File: src/rtl/core/tsfs_pkg.sv
// shared types, constants and the cordic angle table for the trapezoid solver
package tsfs_pkg;

  localparam int SIDE_W      = 16;
  localparam int PERIM_W     = 18;
  localparam int AREA_W      = 32;
  localparam int ANGLE_W     = 16;
  localparam int NUM_W       = 70;
  localparam int ROOT_W      = 35;
  localparam int MAG_W       = 34;
  localparam int LANE_W      = 36;
  localparam int Z_W         = 34;
  localparam int SQRT_CELLS  = NUM_W / 2;
  localparam int DIV_CELLS   = SIDE_W;
  localparam int NORM_CELLS  = 6;
  localparam int NORM_BITS   = 30;
  localparam int CORDIC_STEPS = 30;

  localparam logic [ANGLE_W-1:0] DEG180 = ANGLE_W'(180 << 8);
  localparam logic [ANGLE_W-1:0] DEG90  = ANGLE_W'(90 << 8);

  typedef enum logic [1:0] {
    ST_OK          = 2'd0,
    ST_EQUAL_BASES = 2'd1,
    ST_OPEN        = 2'd2,
    ST_ZERO_LEG    = 2'd3
  } status_t;

  // front end result: everything derived from the four sides
  typedef struct packed {
    status_t            status;
    logic [PERIM_W-1:0] perim;
    logic [SIDE_W:0]    s;
    logic [SIDE_W-1:0]  d;
    logic               lneg;
    logic [MAG_W-1:0]   lmag;
    logic               rneg;
    logic [MAG_W-1:0]   rmag;
    logic [NUM_W-1:0]   num;
  } front_t;

  // fields that ride alongside the cell rows
  typedef struct packed {
    status_t            status;
    logic [PERIM_W-1:0] perim;
    logic [SIDE_W:0]    s;
    logic [SIDE_W-1:0]  d;
    logic               lneg;
    logic [MAG_W-1:0]   lmag;
    logic               rneg;
    logic [MAG_W-1:0]   rmag;
    logic [SIDE_W-1:0]  h;
    logic [AREA_W-1:0]  area;
  } side_t;

  typedef struct packed {
    logic [NUM_W-1:0]  rad;
    logic [ROOT_W:0]   rem;
    logic [ROOT_W-1:0] root;
  } sq_t;

  typedef struct packed {
    logic [ROOT_W-1:0]   rem;
    logic [2*SIDE_W-1:0] dsh;
    logic [SIDE_W-1:0]   q;
  } dv_t;

  typedef struct packed {
    logic signed [LANE_W-1:0] x;
    logic signed [LANE_W-1:0] y;
    logic signed [Z_W-1:0]    z;
    logic                     neg;
    logic                     fix;
    logic [ANGLE_W-1:0]       fixv;
  } lane_t;

  // binary angle of atan(2^-i), full turn is 2^32
  function automatic logic signed [Z_W-1:0] atan_turn(input logic [4:0] idx);
    logic signed [Z_W-1:0] t;
    case (idx)
      5'd0:  t = 34'sd536870912;
      5'd1:  t = 34'sd316933406;
      5'd2:  t = 34'sd167458907;
      5'd3:  t = 34'sd85004756;
      5'd4:  t = 34'sd42667331;
      5'd5:  t = 34'sd21354465;
      5'd6:  t = 34'sd10679838;
      5'd7:  t = 34'sd5340245;
      5'd8:  t = 34'sd2670163;
      5'd9:  t = 34'sd1335087;
      5'd10: t = 34'sd667544;
      5'd11: t = 34'sd333772;
      5'd12: t = 34'sd166886;
      5'd13: t = 34'sd83443;
      5'd14: t = 34'sd41722;
      5'd15: t = 34'sd20861;
      5'd16: t = 34'sd10430;
      5'd17: t = 34'sd5215;
      5'd18: t = 34'sd2608;
      5'd19: t = 34'sd1304;
      5'd20: t = 34'sd652;
      5'd21: t = 34'sd326;
      5'd22: t = 34'sd163;
      5'd23: t = 34'sd81;
      5'd24: t = 34'sd41;
      5'd25: t = 34'sd20;
      5'd26: t = 34'sd10;
      5'd27: t = 34'sd5;
      5'd28: t = 34'sd3;
      5'd29: t = 34'sd1;
      default: t = '0;
    endcase
    return t;
  endfunction

endpackage

File: src/rtl/core/tsfs_div_cell.sv
// one quotient bit cell of the height divider row
module tsfs_div_cell (
  input  logic          clk,
  input  logic          en,
  input  tsfs_pkg::dv_t dv_i,
  output tsfs_pkg::dv_t dv_o
);
  import tsfs_pkg::*;

  logic [ROOT_W-1:0] dsh_ext;
  logic              ge;
  dv_t               dv_r;

  always_comb begin
    dsh_ext = {3'b0, dv_i.dsh};
    ge      = dv_i.rem >= dsh_ext;
  end

  always_ff @(posedge clk) begin
    if (en) begin
      dv_r.rem <= ge ? (dv_i.rem - dsh_ext) : dv_i.rem;
      dv_r.dsh <= {1'b0, dv_i.dsh[2*SIDE_W-1:1]};
      dv_r.q   <= {dv_i.q[SIDE_W-2:0], ge};
    end
  end

  assign dv_o = dv_r;

endmodule

File: config.mk
export PLATFORM = sky130hd
export DESIGN_NAME = tsfs_div_cell
export DESIGN_NICKNAME = d
export VERILOG_FILES = /design/src/rtl/core/tsfs_pkg.sv /design/src/rtl/core/tsfs_div_cell.sv
export SDC_FILE = /design/constraint.sdc
export NUM_CORES = 1
export LEC_CHECK = 0
export CORE_MARGIN = 3
export CORE_UTILIZATION = 65
export CTS_CLUSTER_DIAMETER = 200
export CTS_CLUSTER_SIZE = 8
export DETAILED_ROUTE_END_ITERATION = 12
export DONT_BUFFER_PORTS = 1
export PLACE_DENSITY = 0.79
export SYNTH_ARGS = -nofsm -noshare
export SYNTH_HDL_FRONTEND = slang
export SYNTH_SLANG_ARGS = --single-unit
export TNS_END_PERCENT = 1
File: constraint.sdc
create_clock -name clk -period 6.5 [get_ports clk]
set_input_delay 1.3 -clock clk [delete_from_list [all_inputs] [get_ports clk]]
set_output_delay 1.3 -clock clk [all_outputs]
set_load 0.02 [all_outputs]
==> flow_summary.ini <==
[finish]
layout.cells.non_filler = 544
area_delta_synth_final_pct = 4.61
final_common_cell = edfxtp_1
nFillCells = 522
diodes = 0
design_area_um2 = 5030
drive_above_1_share = 0.0558
nets = 561
largest_register_ffs = 82
mostFrequentLayoutCells = edfxtp_1 (82), nand2_1 (46), o21ai_0 (41)

[synthesis]
yosysWarningCount = 0
ys_seq_elements = 82
syn_inst = 451
synth_xor_xnor_area_share = 0.0528
netlist_area_um2 = 4810
synth_edf_count = 82
synthArstFlopShare = 0
synth-compound-area-share = 0.179
synth-seq-area-share = 0.512
synthAdderAreaFrac = 0.0875
synth_mux_area_frac = 0.00547
synth-simple-area-share = 0.110
synth_cell_type_count = 49
syn-num-nets = 569
synthFlopType = edfxtp_1
synth.avg_cell_area_um2 = 10.7
synth_top_family_by_area = compound AO/OA/AOI/OAI gates

[pwr]
ir_worst_vdd_mv = 0.168
power_density_nw_per_um2 = 269
total_leakage_power_nw = 1.96

[place]
dp_hpwl_um = 7610
io_buffers = 0
place_inst = 528
dp_worst_setup_slack_ps = 1760
post_dp_cell_area_um2 = 4830
gp_congestion = 0.878

[outcome]
status = completed

[setup_path]
crit_path_max_fanout = 34
cp.arrival_ps = 4430
critPathSlowestCell = a41oi_4
critPathTopFamily = compound AO/OA/AOI/OAI gates
critical_path_class = in -> reg
slowest_delay_ps = 840
worst-path-buf-inv = 2
path_cells = inv_1, ha_1, nor2b_1, o31a_4, o21ai_4, o221ai_2, a41oi_2, o21ai_2, a41oi_4, buf_4, o21ai_0
setup.worst_path.end_class = flop
critPathRequiredTime_ps = 6580
startpoint_type = primary input

[detailed_routing]
via_per_inst = 6.11
wl_per_cell_um = 18.7
drt_iter0_drc = 110
ant_nets = 0
drt_pass1_iterations = 4
drc = 0
finalWirelength_um = 10200
vias = 3325

[global_routing]
antenna_found_initial = 0
grt_usage = 0.241
grt_pass1_vias = 3253
gr-total-overflow = 0
grt_start_max_net_pins = 83
grt_pass1_wl_um = 16100

[timing]
relSlewSlack = 0.338
tns_ps = 0
grt_setup_unrepaired = no
fmax_mhz = 230
fin_crit_sh = 0.669
period_needed_ps = 4350
slew_viol_final = 0
hold_viol_final = 0
tightest_slew_ps = 989
setup_slack_ps = 2150
setup_viol_count_final = 0

[die]
io_pins = 168
die_area_um2 = 8460
die_w_um = 92.0
die_h_um = 92.0
core_area_um2 = 6980
rows = 30
start_util = 0.689

[clock_tree]
cts_resized = 0
clkTransAtPathRegs_ps = 90
htreeDepth = 3
cts_root_buf = clkbuf_8
cts.sinks = 82
postCtsSetupBuffers = 0
cts_buffer_depth = 2
hold_buffers = 0
numCtsBuffers = 9
cts_tree = done

[worst_hold_path]
min_path_type = in -> reg

[flow_run]
cap_violations = 0
-- through the flow --
stage / utilization / hold WS [ps] / power [mW]
floorplan: - / 1400 / 0.950
global placement: 0.692 / 1400 / 0.991
detailed placement: 0.692 / 1400 / 0.999
CTS: 0.720 / 1030 / 1.36
global route: 0.720 / 1010 / 1.42
finish: 0.720 / 1040 / 1.35
-- cells by family after synthesis --
family | after synthesis
AOI/OAI and AO/OA | 130
and+or+nand+nor | 113
DFF | 82
buffers and inverters | 61
adders and majority gates | 33
xor gates and xnor gates | 29
muxes | 2
other | 1
-- per-layer routing --
| layer | routed length, µm | global-route usage |
|---|---|---|
| met1 | 4180 | 0.304 |
| met2 | 4790 | 0.387 |
| met5 | 0 | 0 |
| met4 | 103 | 0.0532 |
| met3 | 1100 | 0.103 |
-- final timing paths --
path	start	end	slack, ps	cells past startpoint
setup / recovery	dv_i[17]	dv_o[64]$_DFFE_PP_	2150	11
hold / removal	dv_i[23]	dv_o[22]$_DFFE_PP_	1040	0
-- synthesized netlist by cell type (all sizes together), types with 2 or more instances --
master | instances | share of area
o21ai | 49 | 0.054
mux2 | 2 | 0.0055
a311oi | 2 | 0.0036
nand4 | 10 | 0.013
xnor2 | 15 | 0.027
nand2b | 4 | 0.0052
nand3 | 8 | 0.0083
o31a | 2 | 0.0055
edfxtp | 82 | 0.51
a31oi | 6 | 0.0078
clkbuf | 14 | 0.011
buf | 6 | 0.0094
a21oi | 24 | 0.025
xor2 | 14 | 0.026
nor3 | 5 | 0.0052
nand2 | 46 | 0.036
a211oi | 8 | 0.012
ha | 32 | 0.083
and3 | 3 | 0.0039
nor4 | 4 | 0.0065
nor2 | 24 | 0.019
o211ai | 2 | 0.0031
a41oi | 2 | 0.0091
a21o | 18 | 0.028
o21bai | 4 | 0.0062
inv | 41 | 0.032
o31ai | 4 | 0.0062
and2 | 2 | 0.0026
o21a | 6 | 0.0094
nor2b | 4 | 0.0052
-- report_power, final --
part           switching (mW)  internal, mW  total [mW]
clock                   0.187         0.178       0.365
sequential             0.0993         0.663       0.763
combinational           0.131        0.0954       0.226
total                   0.417         0.937        1.35
-- cell type report --
cell class / instances / area, µm² / area share
Multi-Input combinational cell: 308 / 2090 / 0.416
Clock buffer: 10 / 128 / 0.0254
Clock inverter: 6 / 66.3 / 0.0132
Sequential cell: 82 / 2460 / 0.490
Tap cell: 96 / 120 / 0.0239
Timing Repair Buffer: 1 / 7.51 / 0.00149
Inverter: 41 / 154 / 0.0306
Power figures use the tool's default switching activity.
