**src/rtl/core/tsfs_pkg.sv**
```systemverilog
// shared types, constants and the cordic angle table for the trapezoid solver
package tsfs_pkg;

  localparam int SIDE_W      = 16;
  localparam int PERIM_W     = 18;
  localparam int AREA_W      = 32;
  localparam int ANGLE_W     = 16;
  localparam int NUM_W       = 70;
  localparam int ROOT_W      = 35;
  localparam int MAG_W       = 34;
  localparam int LANE_W      = 36;
  localparam int Z_W         = 34;
  localparam int SQRT_CELLS  = NUM_W / 2;
  localparam int DIV_CELLS   = SIDE_W;
  localparam int NORM_CELLS  = 6;
  localparam int NORM_BITS   = 30;
  localparam int CORDIC_STEPS = 30;

  localparam logic [ANGLE_W-1:0] DEG180 = ANGLE_W'(180 << 8);
  localparam logic [ANGLE_W-1:0] DEG90  = ANGLE_W'(90 << 8);

  typedef enum logic [1:0] {
    ST_OK          = 2'd0,
    ST_EQUAL_BASES = 2'd1,
    ST_OPEN        = 2'd2,
    ST_ZERO_LEG    = 2'd3
  } status_t;

  // front end result: everything derived from the four sides
  typedef struct packed {
    status_t            status;
    logic [PERIM_W-1:0] perim;
    logic [SIDE_W:0]    s;
    logic [SIDE_W-1:0]  d;
    logic               lneg;
    logic [MAG_W-1:0]   lmag;
    logic               rneg;
    logic [MAG_W-1:0]   rmag;
    logic [NUM_W-1:0]   num;
  } front_t;

  // fields that ride alongside the cell rows
  typedef struct packed {
    status_t            status;
    logic [PERIM_W-1:0] perim;
    logic [SIDE_W:0]    s;
    logic [SIDE_W-1:0]  d;
    logic               lneg;
    logic [MAG_W-1:0]   lmag;
    logic               rneg;
    logic [MAG_W-1:0]   rmag;
    logic [SIDE_W-1:0]  h;
    logic [AREA_W-1:0]  area;
  } side_t;

  typedef struct packed {
    logic [NUM_W-1:0]  rad;
    logic [ROOT_W:0]   rem;
    logic [ROOT_W-1:0] root;
  } sq_t;

  typedef struct packed {
    logic [ROOT_W-1:0]   rem;
    logic [2*SIDE_W-1:0] dsh;
    logic [SIDE_W-1:0]   q;
  } dv_t;

  typedef struct packed {
    logic signed [LANE_W-1:0] x;
    logic signed [LANE_W-1:0] y;
    logic signed [Z_W-1:0]    z;
    logic                     neg;
    logic                     fix;
    logic [ANGLE_W-1:0]       fixv;
  } lane_t;

  // binary angle of atan(2^-i), full turn is 2^32
  function automatic logic signed [Z_W-1:0] atan_turn(input logic [4:0] idx);
    logic signed [Z_W-1:0] t;
    case (idx)
      5'd0:  t = 34'sd536870912;
      5'd1:  t = 34'sd316933406;
      5'd2:  t = 34'sd167458907;
      5'd3:  t = 34'sd85004756;
      5'd4:  t = 34'sd42667331;
      5'd5:  t = 34'sd21354465;
      5'd6:  t = 34'sd10679838;
      5'd7:  t = 34'sd5340245;
      5'd8:  t = 34'sd2670163;
      5'd9:  t = 34'sd1335087;
      5'd10: t = 34'sd667544;
      5'd11: t = 34'sd333772;
      5'd12: t = 34'sd166886;
      5'd13: t = 34'sd83443;
      5'd14: t = 34'sd41722;
      5'd15: t = 34'sd20861;
      5'd16: t = 34'sd10430;
      5'd17: t = 34'sd5215;
      5'd18: t = 34'sd2608;
      5'd19: t = 34'sd1304;
      5'd20: t = 34'sd652;
      5'd21: t = 34'sd326;
      5'd22: t = 34'sd163;
      5'd23: t = 34'sd81;
      5'd24: t = 34'sd41;
      5'd25: t = 34'sd20;
      5'd26: t = 34'sd10;
      5'd27: t = 34'sd5;
      5'd28: t = 34'sd3;
      5'd29: t = 34'sd1;
      default: t = '0;
    endcase
    return t;
  endfunction

endpackage

```
**src/rtl/core/tsfs_sqrt_cell.sv**
```systemverilog
// one digit cell of the integer square root row
module tsfs_sqrt_cell (
  input  logic          clk,
  input  logic          en,
  input  tsfs_pkg::sq_t sq_i,
  output tsfs_pkg::sq_t sq_o
);
  import tsfs_pkg::*;

  logic [ROOT_W+2:0] rem_t, trial;
  logic              ge;
  sq_t               sq_r;

  always_comb begin
    rem_t = {sq_i.rem, sq_i.rad[NUM_W-1 -: 2]};
    trial = {1'b0, sq_i.root, 2'b01};
    ge    = rem_t >= trial;
  end

  always_ff @(posedge clk) begin
    if (en) begin
      sq_r.rad  <= {sq_i.rad[NUM_W-3:0], 2'b00};
      sq_r.rem  <= ge ? (ROOT_W+1)'(rem_t - trial) : (ROOT_W+1)'(rem_t);
      sq_r.root <= {sq_i.root[ROOT_W-2:0], ge};
    end
  end

  assign sq_o = sq_r;

endmodule

```
**config.mk**
```make
export PLATFORM = sky130hd
export DESIGN_NAME = tsfs_sqrt_cell
export DESIGN_NICKNAME = d
export VERILOG_FILES = /design/src/rtl/core/tsfs_pkg.sv /design/src/rtl/core/tsfs_sqrt_cell.sv
export SDC_FILE = /design/constraint.sdc
export NUM_CORES = 1
export LEC_CHECK = 0
export BUFFER_PORTS_ARGS = -buffer_cell sky130_fd_sc_hd__buf_2
export CORE_MARGIN = 5
export CORE_UTILIZATION = 49
export DETAILED_ROUTE_END_ITERATION = 12
export PLACE_DENSITY = 0.81
export SLEW_MARGIN = 20
export SYNTH_ARGS = -nofsm -noshare
export SYNTH_HDL_FRONTEND = slang
export SYNTH_SLANG_ARGS = --single-unit
```
**constraint.sdc**
```tcl
create_clock -name clk -period 3.3 [get_ports clk]
set_input_delay 0.165 -clock clk [delete_from_list [all_inputs] [get_ports clk]]
set_output_delay 0.165 -clock clk [all_outputs]
set_load 0.1 [all_outputs]
```
==> flow_summary_export.csv <==
group,metric,value,unit
outcome,outcome,"finished clean",
hold_path,hp-class,"input pin to register",
route,first_pass_iters,5,
route,ant_nets,0,
grt,grt_max_degree,83,
floorplan,die_area,16600,um2
floorplan,die_h,129,um
pwr,power.static_leakage,4.46,nW
route,wl_per_cell,18.6,um
pwr,pwr-share-seq,34.9,%
clock_network,cts_sinks,139,
synth,synth_ff_type,"edfxtp_1",
worst_setup_path,worstSetupPathType,"input pin to register",
worst_setup_path,cp_data_arrival_time,3230,ps
placement,io_buffers,281,
synth,ys_types,60,
pwr,p_comb_share,36.8,%
timing,rsz0062_at_grt,"no",
timing,finalHoldViolCount,0,
hold_path,min_from,"sq_i[61]",
layout,largest_reg_flops,139,
clock_network,cts_max_path_buffers,2,
floorplan,io_pins,284,
grt,grt_overflow,0,
route,drc,0,
synth,yosysTopAreaCellShare,60.5,%
timing,finalSetupViolations,0,
hold_path,min_to,"sq_o[63]$_DFFE_PP_",
synth,ys_ff_latch,139,
worst_setup_path,start_kind,"input pin",
worst_setup_path,required,3470,ps
synth,syn_area,6900,um2
clock_network,h-tree-depth,4,
synth,synthCells,568,
pwr,ir_drop,0.000360,V
grt,grt_pass1_wl,32000,um
synth,ys_warn_count,0,
timing,fmax,327,MHz
synth,synthArstFlopShare,0,%
grt,grt_pass1_vias,6016,
floorplan,start_util,49.9,%
grt,track_usage,25.2,%
timing,finalCriticalPeriod,3060,ps
synth,synth_area_leaders,"edfxtp_1, ha_1, o21ai_0",
layout,mostFrequentLayoutCells,"buf_2, edfxtp_1, dlygate4sd3_1",
placement,routabilityCongestion,0.902,
pwr,netSwitchingPower,2.70,mW
timing,maxSlewViolCount,0,
synth,yosys.area.top_type,"edfxtp_1",
worst_setup_path,cp-end-kind,"register",
placement,place_ws,349,ps
layout,final_common_cell,"buf_2",
hold_path,hold_path_depth,3,
grt,antenna_found_initial,1,
floorplan,rows,43,
clock_network,cts_tree,"yes",
pwr,swShare,42.6,%
pwr,p_int,3.65,mW
timing,relSlewSlack,48.9,%
clock_network,clk_pin_slew,70,ps
route,drt-initial-drc-count,366,
clock_network,clockRootBuffer,"clkbuf_16",
timing,worst_slew_pin_slew,767,ps
clock_network,cts.repair.resized,0,
clock_network,cts_made_buffers,17,
layout,syn2layout_area_growth,45.8,%
timing,setup_ws,244,ps
route,vias,5996,
floorplan,core_area,13800,um2
synth,yosysSeqAreaShare,60.5,%
pwr,p_per_area,631,nW/um2
synth,syn_area_per_cell,12.2,um2
worst_setup_path,crit_fanout,21,
timing,finalSetupTns,0,ps
synth,synth-edff-count,139,
placement,dp_hpwl,15300,um
layout,diodes,0,
timing,post-route-period-util,92.6,%
route,vias_per_cell,5.22,
route,routed_wl,21400,um
layout,nNetsFinal,1136,
layout,drive_gt1_share,34.2,%
pwr,clockPowerShare,28.2,%
run,maxCapViolCount,0,
floorplan,die_x,129,um
-- final cells by class --
cell class                      count  area [um2]
Timing Repair Buffer              386        2470
Multi-Input combinational cell    362        2450
Fill cell                         945        3760
Clock buffer                       17         425
Sequential cell                   139        4170
Clock inverter                     15         134
Tap cell                          180         225
Inverter                           50         188
-- Yosys cell counts (all sizes together) (3+ instances only) --
cell type and instances:
a2111oi 3, o211ai 5, and4 6, nand4 6, nor2 14, inv 50
o21bai 8, buf 10, nor3 13, a21o 16, xor2 10, o31ai 8
ha 37, a21oi 43, o21a 9, o21ai 48, xnor2 16, nand2 58
and3 4, a21boi 3, clkbuf 8, nand3 13, edfxtp 139, nand2b 5
-- worst max-delay path: stages --
cell,delay [ps]
dlygate4sd3_1,520
buf_2,110
inv_1,40
ha_1,380
and4_1,220
a2111oi_2,620
o41a_1,260
o21a_1,140
nand3_2,90
nand2_4,200
inv_2,160
mux2_1,330
-- logic make-up after synthesis --
kind of cell	synth area share, %
AOI/OAI and AO/OA	15.8
DFF	60.5
and+or+nand+nor	9.35
buffers and inverters	4.12
adders and majority gates	6.71
xor gates and xnor gates	3.30
other	0.0543
muxes	0.163
-- power by group through the flow --
stage               sequential, mW  clock (mW)  combinational (mW)
floorplan                     3.56           0               0.489
global placement              2.24           0                2.21
detailed placement            2.25           0                2.23
CTS                           2.22        1.82                2.34
global route                  2.23        1.91                2.44
finish                        2.22        1.79                2.34
-- through the flow --
stage | instances | cell area (um2) | utilization, % | hold WS (ps) | total power, mW
4_1_cts | 1149 | 10100 | 72.8 | 18.4 | 6.37
5_1_grt | 1149 | 10100 | 72.8 | 23.1 | 6.58
6_report | 1149 | 10100 | 72.8 | 35.9 | 6.35
2_1_floorplan | 569 | 6910 | - | 264 | 4.05
3_3_place_gp | 1015 | 8480 | 61.3 | 341 | 4.46
3_5_place_dp | 1015 | 8480 | 61.3 | 343 | 4.48
-- worst max-delay path by stage --
| stage | end | depth (start not counted) | from | slack, ps |
|---|---|---|---|---|
| final | sq_o[66]$_DFFE_PP_ | 12 | sq_i[32] | 240 |
| after global routing | sq_o[68]$_DFFE_PP_ | 13 | sq_i[25] | 30 |
| after CTS | sq_o[46]$_DFFE_PP_ | 12 | sq_i[32] | 250 |
| after detailed placement | sq_o[46]$_DFFE_PP_ | 11 | sq_i[32] | 350 |
| after global placement | sq_o[49]$_DFFE_PP_ | 11 | sq_i[32] | 380 |
| after floorplan | sq_o[66]$_DFFE_PP_ | 12 | sq_i[25] | 930 |
-- per-layer routing --
metal  up-vias  GRT usage [%]  part of all wire (%)
li1       2901              -                     -
met1      2804           28.9                    38
met2       261           45.9                    52
met3        28           7.22                   7.8
met4         2           6.86                   1.9
met5         -              0                 0.061
-- repair_timing --
item                                   in CTS  in global routing
hold buffers                              102                  0
endpoints found under the hold margin     102                  0
setup buffers                               0                  0
Note: power is estimated with default switching activity, not from simulation.
